===== src/tvs_pkg.sv =====
// Shared types, constants and register codes for the teleop velocity shaper.
// No dependencies.
`default_nettype none
package tvs_pkg;

    localparam int CfgIdxW = 3;
    localparam int CfgDataW = 16;
    localparam int AngleW = 12;
    localparam int CmdOutW = 10;
    localparam int HeartbeatTicks = 10;
    localparam int QuotW = 10;
    localparam int NumW = 21;

    localparam logic [8:0] FwdLimitMax = 9'd350;
    localparam logic [8:0] TurnLimitMax = 9'd510;

    typedef enum logic [1:0] {
        CMD_TICK   = 2'd0,
        CMD_SAMPLE = 2'd1,
        CMD_ESTOP  = 2'd2,
        CMD_RESUME = 2'd3
    } cmd_t;

    typedef enum logic [2:0] {
        REG_DEADZONE   = 3'd0,
        REG_FULL_SCALE = 3'd1,
        REG_MAX_FWD    = 3'd2,
        REG_MAX_TURN   = 3'd3,
        REG_FWD_STEP   = 3'd4,
        REG_TURN_STEP  = 3'd5,
        REG_TIMEOUT    = 3'd6,
        REG_INVERT     = 3'd7
    } reg_idx_t;

    // Controller to datapath
    typedef struct packed {
        logic load_fwd;   // start shaping the forward axis
        logic load_turn;  // start shaping the turn axis
        logic div_step;   // one restoring-division step
        logic finish_fwd; // capture the forward result
        logic finish_turn;
    } dp_cmd_t;

    // Datapath to controller
    typedef struct packed {
        logic div_done;
    } dp_status_t;

endpackage
`default_nettype wire


===== src/teleop_velocity_shaper.sv =====
// Top level: configuration registers, controller and shaping datapath.
// Depends on tvs_pkg, tvs_ctrl and tvs_datapath.
`default_nettype none
// A sample, emergency stop or resume word is handled on acceptance without leaving the
// idle state. A tick that shapes the held sample runs two 22-step serial divisions, one
// per axis, through one shared divider before the publish decision; a tick that stops
// uses no division. One word is in work at a time;
// a finished result waits in the output register while the next word is taken.
module teleop_velocity_shaper (
    input  wire               clk,
    input  wire               rst_n,
    input  wire               in_valid,
    output logic              in_ready,
    input  wire  [1:0]        cmd,
    input  wire signed [11:0] x_angle,
    input  wire signed [11:0] z_angle,
    output logic              out_valid,
    input  wire               out_ready,
    output logic signed [9:0] forward_speed,
    output logic signed [9:0] turn_rate,
    output logic              is_stop,
    input  wire               cfg_we,
    input  wire  [2:0]        cfg_index,
    input  wire  [15:0]       cfg_data
);
    import tvs_pkg::*;

    logic [9:0]  deadzone_reg;
    logic [10:0] fs_reg;
    logic [8:0]  maxf_reg, maxt_reg, fstep_reg, tstep_reg;
    logic [15:0] timeout_reg;
    logic [1:0]  inv_reg;
    dp_cmd_t     ctl;
    dp_status_t  sts;
    logic signed [11:0] held_x, held_z;
    logic signed [9:0]  fwd_val, turn_val;

    always_ff @(posedge clk or negedge rst_n)
    begin
        if (!rst_n)
        begin
            deadzone_reg <= 10'd50;
            fs_reg <= 11'd450;
            maxf_reg <= 9'd150;
            maxt_reg <= 9'd200;
            fstep_reg <= 9'd10;
            tstep_reg <= 9'd20;
            timeout_reg <= 16'd20;
            inv_reg <= 2'd2;
        end
        else if (cfg_we)
        begin
            case (reg_idx_t'(cfg_index))
                REG_DEADZONE:   deadzone_reg <= cfg_data[9:0];
                REG_FULL_SCALE: fs_reg <= cfg_data[10:0];
                REG_MAX_FWD:    maxf_reg <= (cfg_data[8:0] > FwdLimitMax) ?
                                            FwdLimitMax : cfg_data[8:0];
                REG_MAX_TURN:   maxt_reg <= (cfg_data[8:0] > TurnLimitMax) ?
                                            TurnLimitMax : cfg_data[8:0];
                REG_FWD_STEP:   fstep_reg <= cfg_data[8:0];
                REG_TURN_STEP:  tstep_reg <= cfg_data[8:0];
                REG_TIMEOUT:    timeout_reg <= cfg_data;
                REG_INVERT:     inv_reg <= cfg_data[1:0];
                default:        deadzone_reg <= deadzone_reg;
            endcase
        end
    end

    tvs_ctrl u_ctrl (
        .clk(clk), .rst_n(rst_n),
        .in_valid(in_valid), .in_ready(in_ready),
        .cmd(cmd), .x_angle(x_angle), .z_angle(z_angle),
        .out_valid(out_valid), .out_ready(out_ready),
        .forward_speed(forward_speed), .turn_rate(turn_rate), .is_stop(is_stop),
        .timeout_ticks(timeout_reg),
        .ctl(ctl), .sts(sts),
        .held_x(held_x), .held_z(held_z),
        .fwd_val(fwd_val), .turn_val(turn_val)
    );

    tvs_datapath u_dp (
        .clk(clk), .rst_n(rst_n),
        .ctl(ctl), .sts(sts),
        .held_x(held_x), .held_z(held_z),
        .deadzone(deadzone_reg), .full_scale(fs_reg),
        .max_fwd(maxf_reg), .max_turn(maxt_reg),
        .fwd_step(fstep_reg), .turn_step(tstep_reg),
        .invert(inv_reg),
        .fwd_val(fwd_val), .turn_val(turn_val)
    );

endmodule
`default_nettype wire


===== src/tvs_datapath.sv =====
// Axis shaping datapath: deadzone, clamp, scale and a shared serial divider.
// Depends on tvs_pkg.
`default_nettype none
module tvs_datapath (
    input  wire                   clk,
    input  wire                   rst_n,
    input  tvs_pkg::dp_cmd_t      ctl,
    output tvs_pkg::dp_status_t   sts,
    input  wire signed [11:0]     held_x,
    input  wire signed [11:0]     held_z,
    input  wire        [9:0]      deadzone,
    input  wire        [10:0]     full_scale,
    input  wire        [8:0]      max_fwd,
    input  wire        [8:0]      max_turn,
    input  wire        [8:0]      fwd_step,
    input  wire        [8:0]      turn_step,
    input  wire        [1:0]      invert,
    output logic signed [9:0]     fwd_val,
    output logic signed [9:0]     turn_val
);
    import tvs_pkg::*;

    // Numerator 2n+d up to ~3.2e6 (22 bits); divisor 2d up to ~2.1e6 (21 bits)
    logic [21:0] rem_reg, rem_next;
    logic [21:0] dvs_reg, dvs_next;
    logic [21:0] num_reg, num_next;
    logic [QuotW-1:0] quo_reg, quo_next;
    logic [4:0]  cnt_reg, cnt_next;
    logic        neg_reg, neg_next;
    logic        zero_reg, zero_next;
    logic [8:0]  lim_reg, lim_next;
    logic [8:0]  stp_reg, stp_next;
    logic signed [9:0] fwd_reg, fwd_next, turn_reg, turn_next;

    logic signed [11:0] ang;
    logic [11:0] mag;
    logic [10:0] fs, magc;
    logic [8:0]  lim, stp;
    logic [19:0] n;
    logic [19:0] d;
    logic [22:0] trial;
    logic [18:0] v;
    logic [8:0]  vc;
    logic signed [9:0] res;

    always_comb
    begin
        ang  = ctl.load_fwd ? held_z : held_x;
        lim  = ctl.load_fwd ? max_fwd : max_turn;
        stp  = ctl.load_fwd ? fwd_step : turn_step;
        if (stp == 9'd0)
            stp = 9'd1;
        fs   = (full_scale == 11'd0) ? 11'd1 : full_scale;
        mag  = ang[11] ? 12'(-ang) : 12'(ang);
        magc = ({1'b0, fs} < mag) ? fs : mag[10:0];
        n    = 20'(magc) * 20'(lim);
        d    = 20'(fs) * 20'(stp);
        trial = '0;

        rem_next  = rem_reg;
        dvs_next  = dvs_reg;
        num_next  = num_reg;
        quo_next  = quo_reg;
        cnt_next  = cnt_reg;
        neg_next  = neg_reg;
        zero_next = zero_reg;
        lim_next  = lim_reg;
        stp_next  = stp_reg;
        fwd_next  = fwd_reg;
        turn_next = turn_reg;

        if (ctl.load_fwd || ctl.load_turn)
        begin
            rem_next  = '0;
            num_next  = {1'b0, n, 1'b0} + 22'(d);
            dvs_next  = {1'b0, d, 1'b0};
            quo_next  = '0;
            cnt_next  = 5'd22;
            neg_next  = ang[11];
            zero_next = (mag < {2'b0, deadzone});
            lim_next  = lim;
            stp_next  = stp;
        end
        else if (ctl.div_step && cnt_reg != 5'd0)
        begin
            // Quotient stays below 2^10 since q*step is bounded near limit
            trial = {rem_reg, num_reg[21]};
            num_next = {num_reg[20:0], 1'b0};
            if (trial >= {1'b0, dvs_reg})
            begin
                rem_next = 22'(trial - {1'b0, dvs_reg});
                quo_next = {quo_reg[QuotW-2:0], 1'b1};
            end
            else
            begin
                rem_next = trial[21:0];
                quo_next = {quo_reg[QuotW-2:0], 1'b0};
            end
            cnt_next = cnt_reg - 5'd1;
        end

        v   = 19'(quo_reg) * 19'(stp_reg);
        vc  = (v > 19'(lim_reg)) ? lim_reg : v[8:0];
        if (zero_reg)
            vc = '0;
        res = neg_reg ? -$signed({1'b0, vc}) : $signed({1'b0, vc});

        if (ctl.finish_fwd)
            fwd_next = invert[0] ? -res : res;
        if (ctl.finish_turn)
            turn_next = invert[1] ? -res : res;
    end

    always_ff @(posedge clk or negedge rst_n)
    begin
        if (!rst_n)
        begin
            cnt_reg  <= '0;
            fwd_reg  <= '0;
            turn_reg <= '0;
        end
        else
        begin
            cnt_reg  <= cnt_next;
            fwd_reg  <= fwd_next;
            turn_reg <= turn_next;
        end
    end

    always_ff @(posedge clk)
    begin
        rem_reg  <= rem_next;
        dvs_reg  <= dvs_next;
        num_reg  <= num_next;
        quo_reg  <= quo_next;
        neg_reg  <= neg_next;
        zero_reg <= zero_next;
        lim_reg  <= lim_next;
        stp_reg  <= stp_next;
    end

    assign sts.div_done = (cnt_reg == 5'd0);
    assign fwd_val  = fwd_reg;
    assign turn_val = turn_reg;

`ifndef ASSERT_OFF
    a_load_excl: assert property (@(posedge clk) disable iff (!rst_n)
        !(ctl.load_fwd && ctl.load_turn))
        else $error("both axes loaded at once");
    a_load_busy: assert property (@(posedge clk) disable iff (!rst_n)
        (ctl.load_fwd || ctl.load_turn) |=> !sts.div_done)
        else $error("divider not started");
    a_finish_done: assert property (@(posedge clk) disable iff (!rst_n)
        (ctl.finish_fwd || ctl.finish_turn) |-> sts.div_done)
        else $error("result taken before division finished");
`endif

endmodule
`default_nettype wire


===== src/tvs_ctrl.sv =====
// Controller: item handshake, tick state, publish decision and output register.
// Depends on tvs_pkg.
`default_nettype none
module tvs_ctrl (
    input  wire                   clk,
    input  wire                   rst_n,
    input  wire                   in_valid,
    output logic                  in_ready,
    input  wire  [1:0]            cmd,
    input  wire signed [11:0]     x_angle,
    input  wire signed [11:0]     z_angle,
    output logic                  out_valid,
    input  wire                   out_ready,
    output logic signed [9:0]     forward_speed,
    output logic signed [9:0]     turn_rate,
    output logic                  is_stop,
    input  wire  [15:0]           timeout_ticks,
    output tvs_pkg::dp_cmd_t      ctl,
    input  tvs_pkg::dp_status_t   sts,
    output logic signed [11:0]    held_x,
    output logic signed [11:0]    held_z,
    input  wire signed [9:0]      fwd_val,
    input  wire signed [9:0]      turn_val
);
    import tvs_pkg::*;

    typedef enum logic [5:0] {
        ST_IDLE   = 6'b000001,
        ST_FWD    = 6'b000010,
        ST_FWAIT  = 6'b000100,
        ST_TWAIT  = 6'b001000,
        ST_DECIDE = 6'b010000,
        ST_OUT    = 6'b100000
    } state_t;

    state_t state_reg, state_next;
    logic estop_reg, estop_next, have_reg, have_next, moving_reg, moving_next;
    logic [15:0] age_reg, age_next, tsp_reg, tsp_next;
    logic [1:0] stops_reg, stops_next;
    logic signed [9:0] lastf_reg, lastf_next, lastt_reg, lastt_next;
    logic signed [11:0] hx_reg, hx_next, hz_reg, hz_next;
    logic ov_reg, ov_next, stop_reg, stop_next;
    logic signed [9:0] of_reg, of_next, ot_reg, ot_next;
    logic [15:0] age_inc, tsp_inc;
    logic accept;

    assign in_ready = (state_reg == ST_IDLE);
    assign accept = in_valid && in_ready;

    always_comb
    begin
        state_next = state_reg;
        estop_next = estop_reg;
        have_next = have_reg;
        moving_next = moving_reg;
        age_next = age_reg;
        tsp_next = tsp_reg;
        stops_next = stops_reg;
        lastf_next = lastf_reg;
        lastt_next = lastt_reg;
        hx_next = hx_reg;
        hz_next = hz_reg;
        ov_next = ov_reg;
        stop_next = stop_reg;
        of_next = of_reg;
        ot_next = ot_reg;
        ctl = '0;
        age_inc = (age_reg == 16'hFFFF) ? age_reg : age_reg + 16'd1;
        tsp_inc = (tsp_reg == 16'hFFFF) ? tsp_reg : tsp_reg + 16'd1;

        if (ov_reg && out_ready)
            ov_next = 1'b0;

        case (state_reg)
            ST_IDLE:
            begin
                if (accept)
                begin
                    case (cmd_t'(cmd))
                        CMD_SAMPLE:
                        begin
                            hx_next = x_angle;
                            hz_next = z_angle;
                            have_next = 1'b1;
                            age_next = '0;
                        end
                        CMD_ESTOP:  estop_next = 1'b1;
                        CMD_RESUME: estop_next = 1'b0;
                        default:
                        begin
                            age_next = age_inc;
                            tsp_next = tsp_inc;
                            if (estop_reg || !have_reg || age_inc > timeout_ticks)
                            begin
                                if (moving_reg || stops_reg != 2'd0)
                                begin
                                    if (moving_reg)
                                    begin
                                        moving_next = 1'b0;
                                        if (estop_reg)
                                            stops_next = 2'd3;
                                    end
                                    else
                                        stops_next = stops_reg - 2'd1;
                                    lastf_next = '0;
                                    lastt_next = '0;
                                    tsp_next = '0;
                                    state_next = ST_OUT;
                                end
                            end
                            else
                                state_next = ST_FWD;
                        end
                    endcase
                end
            end
            ST_FWD:
            begin
                ctl.load_fwd = 1'b1;
                state_next = ST_FWAIT;
            end
            ST_FWAIT:
            begin
                ctl.div_step = 1'b1;
                if (sts.div_done)
                begin
                    ctl.div_step = 1'b0;
                    ctl.finish_fwd = 1'b1;
                    ctl.load_turn = 1'b1;
                    state_next = ST_TWAIT;
                end
            end
            ST_TWAIT:
            begin
                ctl.div_step = 1'b1;
                if (sts.div_done)
                begin
                    ctl.div_step = 1'b0;
                    ctl.finish_turn = 1'b1;
                    state_next = ST_DECIDE;
                end
            end
            ST_DECIDE:
            begin
                state_next = ST_IDLE;
                if (fwd_val == 10'sd0 && turn_val == 10'sd0)
                begin
                    if (moving_reg)
                    begin
                        moving_next = 1'b0;
                        lastf_next = '0;
                        lastt_next = '0;
                        tsp_next = '0;
                        state_next = ST_OUT;
                    end
                end
                else if (fwd_val != lastf_reg || turn_val != lastt_reg ||
                         tsp_reg >= 16'(HeartbeatTicks))
                begin
                    lastf_next = fwd_val;
                    lastt_next = turn_val;
                    tsp_next = '0;
                    moving_next = 1'b1;
                    stops_next = 2'd3;
                    state_next = ST_OUT;
                end
            end
            ST_OUT:
            begin
                // wait for the previous word to leave; a stop always leaves moving clear
                if (!ov_reg || out_ready)
                begin
                    ov_next = 1'b1;
                    of_next = lastf_reg;
                    ot_next = lastt_reg;
                    stop_next = !moving_reg;
                    state_next = ST_IDLE;
                end
            end
            default: state_next = ST_IDLE;
        endcase
    end

    always_ff @(posedge clk or negedge rst_n)
    begin
        if (!rst_n)
        begin
            state_reg <= ST_IDLE;
            estop_reg <= 1'b0;
            have_reg <= 1'b0;
            moving_reg <= 1'b0;
            age_reg <= '0;
            tsp_reg <= 16'hFFFF;
            stops_reg <= '0;
            lastf_reg <= '0;
            lastt_reg <= '0;
            hx_reg <= '0;
            hz_reg <= '0;
            ov_reg <= 1'b0;
        end
        else
        begin
            state_reg <= state_next;
            estop_reg <= estop_next;
            have_reg <= have_next;
            moving_reg <= moving_next;
            age_reg <= age_next;
            tsp_reg <= tsp_next;
            stops_reg <= stops_next;
            lastf_reg <= lastf_next;
            lastt_reg <= lastt_next;
            hx_reg <= hx_next;
            hz_reg <= hz_next;
            ov_reg <= ov_next;
        end
    end

    always_ff @(posedge clk)
    begin
        stop_reg <= stop_next;
        of_reg <= of_next;
        ot_reg <= ot_next;
    end

    assign out_valid = ov_reg;
    assign forward_speed = of_reg;
    assign turn_rate = ot_reg;
    assign is_stop = stop_reg;
    assign held_x = hx_reg;
    assign held_z = hz_reg;

`ifndef ASSERT_OFF
    a_stop_zero: assert property (@(posedge clk) disable iff (!rst_n)
        (ov_reg && stop_reg) |-> (of_reg == 10'sd0 && ot_reg == 10'sd0))
        else $error("stop word carries nonzero speed");
    a_hold_out: assert property (@(posedge clk) disable iff (!rst_n)
        (ov_reg && !out_ready) |=> (ov_reg && $stable(of_reg) && $stable(ot_reg)))
        else $error("pending word changed");
    a_no_accept_busy: assert property (@(posedge clk) disable iff (!rst_n)
        (state_reg != ST_IDLE) |-> !in_ready)
        else $error("input taken while busy");
`endif

endmodule
`default_nettype wire


===== config.mk =====
export PLATFORM = sky130hd
export DESIGN_NAME = teleop_velocity_shaper
export DESIGN_NICKNAME = d
export VERILOG_FILES = /design/src/tvs_pkg.sv /design/src/teleop_velocity_shaper.sv /design/src/tvs_datapath.sv /design/src/tvs_ctrl.sv
export SDC_FILE = /design/constraint.sdc
export NUM_CORES = 1
export LEC_CHECK = 0
export BUFFER_PORTS_ARGS = -buffer_cell sky130_fd_sc_hd__buf_2
export CAP_MARGIN = 10
export CORE_ASPECT_RATIO = 1.5
export CORE_MARGIN = 3
export CORE_UTILIZATION = 60
export CTS_CLUSTER_DIAMETER = 60
export DETAILED_ROUTE_END_ITERATION = 6
export PLACE_DENSITY_LB_ADDON = 0.3
export SLEW_MARGIN = 40
export SYNTH_ARGS = -nofsm -noshare
export SYNTH_HDL_FRONTEND = slang
export SYNTH_SLANG_ARGS = --single-unit
export TNS_END_PERCENT = 5

===== constraint.sdc =====
create_clock -name clk -period 13 [get_ports clk]
set_clock_uncertainty 0.15 [all_clocks]
set_input_delay 2.6 -clock clk [delete_from_list [all_inputs] [get_ports clk]]
set_output_delay 2.6 -clock clk [all_outputs]
set_load 0.005 [all_outputs]

## Word level (Yosys, flattened, before mapping)

Cells that the tools add are included.

- Register bits after elaboration: 303
- Bits of input ports: 50
- Output and inout port bits: 23
- Word-level logic and storage cells: 213

- Add/subtract/negate cells: 9
- $mul: 3
- Magnitude comparators: 8
- Equality and inequality tests: 33
- Muxes and demuxes: 81
- Bitwise operators: 1
- Reductions and logical operators: 44

Operators by type and width:

| cell | count |
|---|---|
| 2-to-1 mux 16 bit | 9 |
| 2-to-1 mux 10 bit | 12 |
| 2-to-1 mux 22 bit | 3 |
| one-hot mux 16 bit (2 select lines) | 2 |
| 2-to-1 mux 9 bit | 7 |
| 2-to-1 mux 6 bit | 10 |
| multiplier 11 x 9 -> 20 bit | 2 |
| one-hot mux 10 bit (2 select lines) | 2 |
| one-hot mux 6 bit (6 select lines) | 1 |
| adder 16 x 1 -> 16 bit, second input constant | 2 |
| == test 16 bit, second input constant | 2 |
| 2-to-1 mux 12 bit | 2 |
| greater-or-equal comparator 23 x 21 -> 1 bit | 1 |
| adder 21 x 20 -> 22 bit | 1 |
| 2-to-1 mux 11 bit | 2 |
| subtractor 22 x 21 -> 22 bit | 1 |
| zero test 10 bit | 2 |
| != test 10 bit | 2 |
| greater-than comparator 19 x 9 -> 1 bit | 1 |
| multiplier 10 x 9 -> 19 bit | 1 |
| greater-than comparator 9 bit, second input constant | 2 |
| AND reduction 2 bit | 9 |
| greater-or-equal comparator 16 x 4 -> 1 bit, second input constant | 1 |
| greater-than comparator 16 bit | 1 |
| 46 further kinds | 101 |

## Longest topological paths before layout

- Depth in word-level cells: 10
- Mapped depth: 49
- Gate-level depth less buffers: 46

## By module

From an unflattened synthesis, not the netlist that was laid out.

- Cells, all modules: 2817
- Area, all modules: 26559.2 um^2

By module, submodules not included:

| module | times used | cells an instance | area an instance (um^2) | sequential area each (um^2) |
|---|---|---|---|---|
| tvs_datapath | 1 | 2042 | 17625.7 | 3128.0 |
| tvs_ctrl | 1 | 574 | 5881.9 | 2854.0 |
| teleop_velocity_shaper | 1 | 201 | 3051.7 | 1903.1 |

## Least setup slack after synthesis

No wires, ideal clock.

- Path type: register to register
- Start point: register u_ctrl.state_reg[0]
- End point: register u_dp.num_reg[20], data pin
- Library setup time: 329 ps
- Arrival: 10046 ps
- Required time: 12521 ps
- Slack: 2475 ps
- Stages on the path, launching flop included: 43
- Path buffers: 5
- Period minus slack after synthesis: 10525 ps
- Path through: dfstp_2 > nor4_1 > nand3b_1 > buf_1 > clkbuf_1 > clkbuf_1 > mux2i_1 > a31oi_1 > xnor2_1 > inv_1 > ha_1 > o21a_1 > o21a_1 > o21a_1 > o21a_1 > o21ai_0 > a211o_1 > clkbuf_1 > [... 7 more ...] > fa_1 > inv_1 > ha_1 > o21ai_0 > a21boi_0 > o21ai_0 > a21boi_0 > nor2_1 > ha_1 > or3_1 > a211oi_1 > nor3_1 > a311oi_1 > a21oi_1 > or4_1 > a31oi_1 > xnor2_1 > a21oi_1

- Longest elaborated chain between the ends: 10
- Elaborated cells between the ends (all ways): 18
- Classes of those cells: add/sub (2); mul (2); order compare (1); eq/ne (2); mux (9); reduce/logical (2)

RTL lines:

| item | RTL line | source |
|---|---|---|
| from (decl) | tvs_ctrl.sv:36 | `state_t state_reg, state_next;` |
| from (signal assigned) | tvs_ctrl.sv:203 | `state_reg <= state_next;` |
| == test 6 x 2 -> 1 bit | tvs_ctrl.sv:74 | `case (state_reg)` |
| 2-to-1 mux 1 bit | tvs_ctrl.sv:74 |  |
| 2-to-1 mux 12 bit | tvs_datapath.sv:48 | `ang = ctl.load_fwd ? held_z : held_x;` |
| negator 12 bit | tvs_datapath.sv:54 | `mag = ang[11] ? 12'(-ang) : 12'(ang);` |
| 2-to-1 mux 12 bit | tvs_datapath.sv:54 |  |
| less-than comparator 11 x 12 -> 1 bit | tvs_datapath.sv:55 | `magc = ({1'b0, fs} < mag) ? fs : mag[10:0];` |
| 2-to-1 mux 11 bit | tvs_datapath.sv:55 |  |
| multiplier 11 x 9 -> 20 bit | tvs_datapath.sv:56 | `n = 20'(magc) * 20'(lim);` |
| adder 21 x 20 -> 22 bit | tvs_datapath.sv:75 | `num_next = {1'b0, n, 1'b0} + 22'(d);` |
| 2-to-1 mux 22 bit * | tvs_datapath.sv:72 | `if (ctl.load_fwd \|\| ctl.load_turn)` |
| via u_dp.num_next[20] | tvs_datapath.sv:26 | `logic [21:0] num_reg, num_next;` |
| to (signal assigned) | tvs_datapath.sv:134 | `num_reg <= num_next;` |
| to (decl) | tvs_datapath.sv:26 |  |

The timed path passes the listed nets; every way through them passes the cells marked *.
A chain may end at the register's enable or synchronous reset.

## Final worst setup path

- Start point: register u_ctrl.state_reg[3]
- End point: register u_dp.num_reg[20], data pin

- Longest elaborated chain between the ends: 10
- Elaborated cells between the ends (all ways): 18
- Classes of those cells: add/sub (2); mul (2); order compare (1); eq/ne (2); mux (9); reduce/logical (2)

RTL lines:

| item | RTL line | source |
|---|---|---|
| == test 6 x 2 -> 1 bit * | tvs_ctrl.sv:74 |  |
| 2-to-1 mux 1 bit * | tvs_ctrl.sv:74 |  |
| 2-to-1 mux 12 bit * | tvs_datapath.sv:48 |  |
| via u_dp.ang[11] | tvs_datapath.sv:35 | `logic signed [11:0] ang;` |
| negator 12 bit | tvs_datapath.sv:54 |  |
| 2-to-1 mux 12 bit * | tvs_datapath.sv:54 |  |
| less-than comparator 11 x 12 -> 1 bit | tvs_datapath.sv:55 |  |
| 2-to-1 mux 11 bit * | tvs_datapath.sv:55 |  |
| multiplier 11 x 9 -> 20 bit * | tvs_datapath.sv:56 |  |
| adder 21 x 20 -> 22 bit * | tvs_datapath.sv:75 |  |
| 2-to-1 mux 22 bit * | tvs_datapath.sv:72 |  |
| via u_dp.num_next[20] | tvs_datapath.sv:26 |  |

Marked as above.

==> summary.md <==
| Metric | Value |
|---|---|
| Status | `finished clean` |
| CTS Buf Count | `34` |
| Die Width | `175 µm` |
| Final setup fails | `0` |
| Post-synth EDFFs | `83` |
| Sequential share of the synthesized area | `30.7%` |
| H-tree depth | `2` |
| Most common cell in the synthesized netlist | `inv_1` |
| GRT Total Usage | `27.7%` |
| CTS sink count | `303` |
| First-pass GRT wire length | `103,000 µm` |
| Max-cap violation count | `0` |
| Final-report hold violation count | `0` |
| Pre-CTS WS | `1.03 ns` |
| Max Buffers Root-to-Sink | `3` |
| Synth top cells by count | `inv_1 (346), nand2_1 (307), ha_1 (210)` |
| Cell variety after synth | `85` |
| DRC | `0` |
| Area leader, netlist | `dfrtp_1` |
| Crit Path Class | `flip-flop to flip-flop` |
| Top cell type's share of synthesized area | `14.6%` |
| Initial core utilization | `61.0%` |
| Crit-path max FO | `19` |
| Slowest cell on crit path | `mux2i_1` |
| Worst-Margin Slew | `0.806 ns` |
| # rows | `92` |
| Share of cells above drive strength 1 | `11.6%` |
| Peak Freq | `82.5 MHz` |
| Remaining antenna violation count | `0` |
| Area Overhead vs Synth | `7.69%` |
| Final #Nets | `3,171` |
| Area contributors post-synth | `dfrtp_1 (15%), fa_1 (15%), ha_1 (10%)` |
| Number of buffers added on ports | `72` |
| Routed WL | `61,900 µm` |
| CP endpoint kind | `flip-flop` |
| Core box area | `42,100 µm²` |
| Post_cts resized | `0` |
| Vias per Instance | `5.91` |
| Wirelength per Cell | `18.7 µm` |
| Synth Flop Type | `dfrtp_1` |
| Clk root buf | `clkbuf_16` |
| CP startpoint | `u_ctrl.state_reg[3]` |
| Synthesized net count | `3,153` |
| Post-synthesis register bit count | `303` |
| Clock transition at the registers of the reported paths | `0.06 ns` |
| Arrival @ worst endpoint | `12.21 ns` |
| Grt total ovfl | `0` |
| Pin count of the biggest net entering global routing | `107` |
| GP Congestion | `0.905` |
| Top cell by count, worst path | `o21a_1` |
| # IOs | `73` |
| Startpoint Class | `flip-flop` |
| HPWL Detailed | `47,400 µm` |
| Worst path max stage delay | `0.77 ns` |
| Minimum clock period | `12.13 ns` |
| Period utilization | `93.3%` |
| TNS Setup | `0 ns` |
| Hold buffer count at cts | `0` |
| PnR worst setup slack | `0.875 ns` |
| Initial DRC count | `1,138` |
| Slew HR | `44.7%` |
| Min-delay src | `u_ctrl.have_reg` |
| Initial antenna violation count | `0` |
| Mapped Cells | `2,706` |
| Slew Limit Fails | `0` |
| 1st-pass router iterations | `5` |
| Die ar. | `45,400 µm²` |
| Latest clock arrival within the worst-skew pair | `0.53 ns` |
| DP Area | `26,500 µm²` |
| Worst EP required | `13.08 ns` |
| Hold Crit Class | `flip-flop to flip-flop` |
| CTS tree | `done` |
| RSZ-0062 raised after global routing | `false` |
| Setup Buffers After CTS | `0` |
| Reg2reg start | `u_ctrl.state_reg[3]` |
| Yosys warns | `0` |
| Fraction of registers with async set/reset | `62.0%` |
| Die Ht | `259 µm` |
| Via count | `19,600` |
| Vias in the first global route | `20,600` |
| Post-Syn Area | `25,700 µm²` |
| Mean Syn Cell Area | `9.50 µm²` |
| Final instance area | `27,700 µm²` |
==> layout make-up <==
cell class,instances,area (µm²)
inverters,350,1310
well taps,564,706
clock inverters,18,210
fillers,3424,14500
diodes,1,2.50
flip-flops and latches,303,7890
clock buffers,44,920
repair buffers,91,537
multi-input cells,1944,16100
==> through the flow <==
stage | util [%] | hold WS [ns] | std cells
finish | 65.7 | 0.330 | 3315
floorplan | - | 0.284 | 2706
global placement | 62.8 | 0.303 | 3249
detailed placement | 62.9 | 0.315 | 3250
CTS | 65.6 | 0.332 | 3312
global route | 65.7 | 0.368 | 3314
==> path summary, 6_finish.rpt <==
check	slack, ns	cells past startpoint	end
worst max-delay path	0.87	39	u_dp.num_reg[20]
worst min-delay path	0.33	1	u_ctrl.have_reg
worst max register to register	0.87	39	u_dp.num_reg[20]
worst min register to register	0.33	1	u_ctrl.have_reg
max in group asynchronous	9.83	2	fs_reg[2]
min in group asynchronous	1.82	1	u_ctrl.age_reg[10]
==> metal layers <==
metal / vias to the layer above / wire (µm) / GRT usage, %
li1: 9150 / - / -
met1: 9765 / 23400 / 31.3
met2: 512 / 33300 / 52.5
met3: 164 / 2280 / 2.93
met4: 0 / 2930 / 12.0
met5: - / 0 / 0
==> cells in the final DEF (no fill, tap or decap), types with 27 or more instances in the layout <==
cell,Yosys,final
and2_1,79,79
ha_1,210,210
fa_1,187,187
o21a_1,30,30
nor3_1,29,28
clkbuf_16,0,35
xor2_1,47,47
nor2_1,180,179
mux2i_1,63,60
nand2b_1,27,27
edfxtp_1,83,83
dfxtp_1,32,32
a21oi_1,106,104
nand3_1,32,32
a22o_1,39,39
mux2_2,102,102
xnor2_1,84,84
dfstp_2,38,38
buf_2,9,71
dfrtp_1,150,150
inv_1,346,344
nand2_1,307,306
o21ai_0,119,118
==> logic make-up after synthesis <==
group / count (synthesis) / synth area share (%)
multiplexers: 167 / 7.08
AO/OA/AOI/OAI: 457 / 11.6
XOR/XNOR: 131 / 4.46
buffers and inverters: 459 / 6.85
adder cells (fa/ha/maj): 397 / 24.8
flip-flops: 303 / 30.7
AND/OR/NAND/NOR: 792 / 14.6
==> worst max-delay path: cells and delay by family (launching register included) <==
| family | cells | cell delay [ns] |
|---|---|---|
| muxes | 2 | 1.49 |
| AOI/OAI and AO/OA | 17 | 3.98 |
| DFF | 1 | 0.44 |
| and+or+nand+nor | 7 | 2.27 |
| buffers and inverters | 5 | 0.47 |
| adders and majority gates | 7 | 2.89 |
| xor gates and xnor gates | 1 | 0.14 |
Power is not shown: default switching activity piles up to over one toggle a cycle in this logic, so the estimate is an artifact.
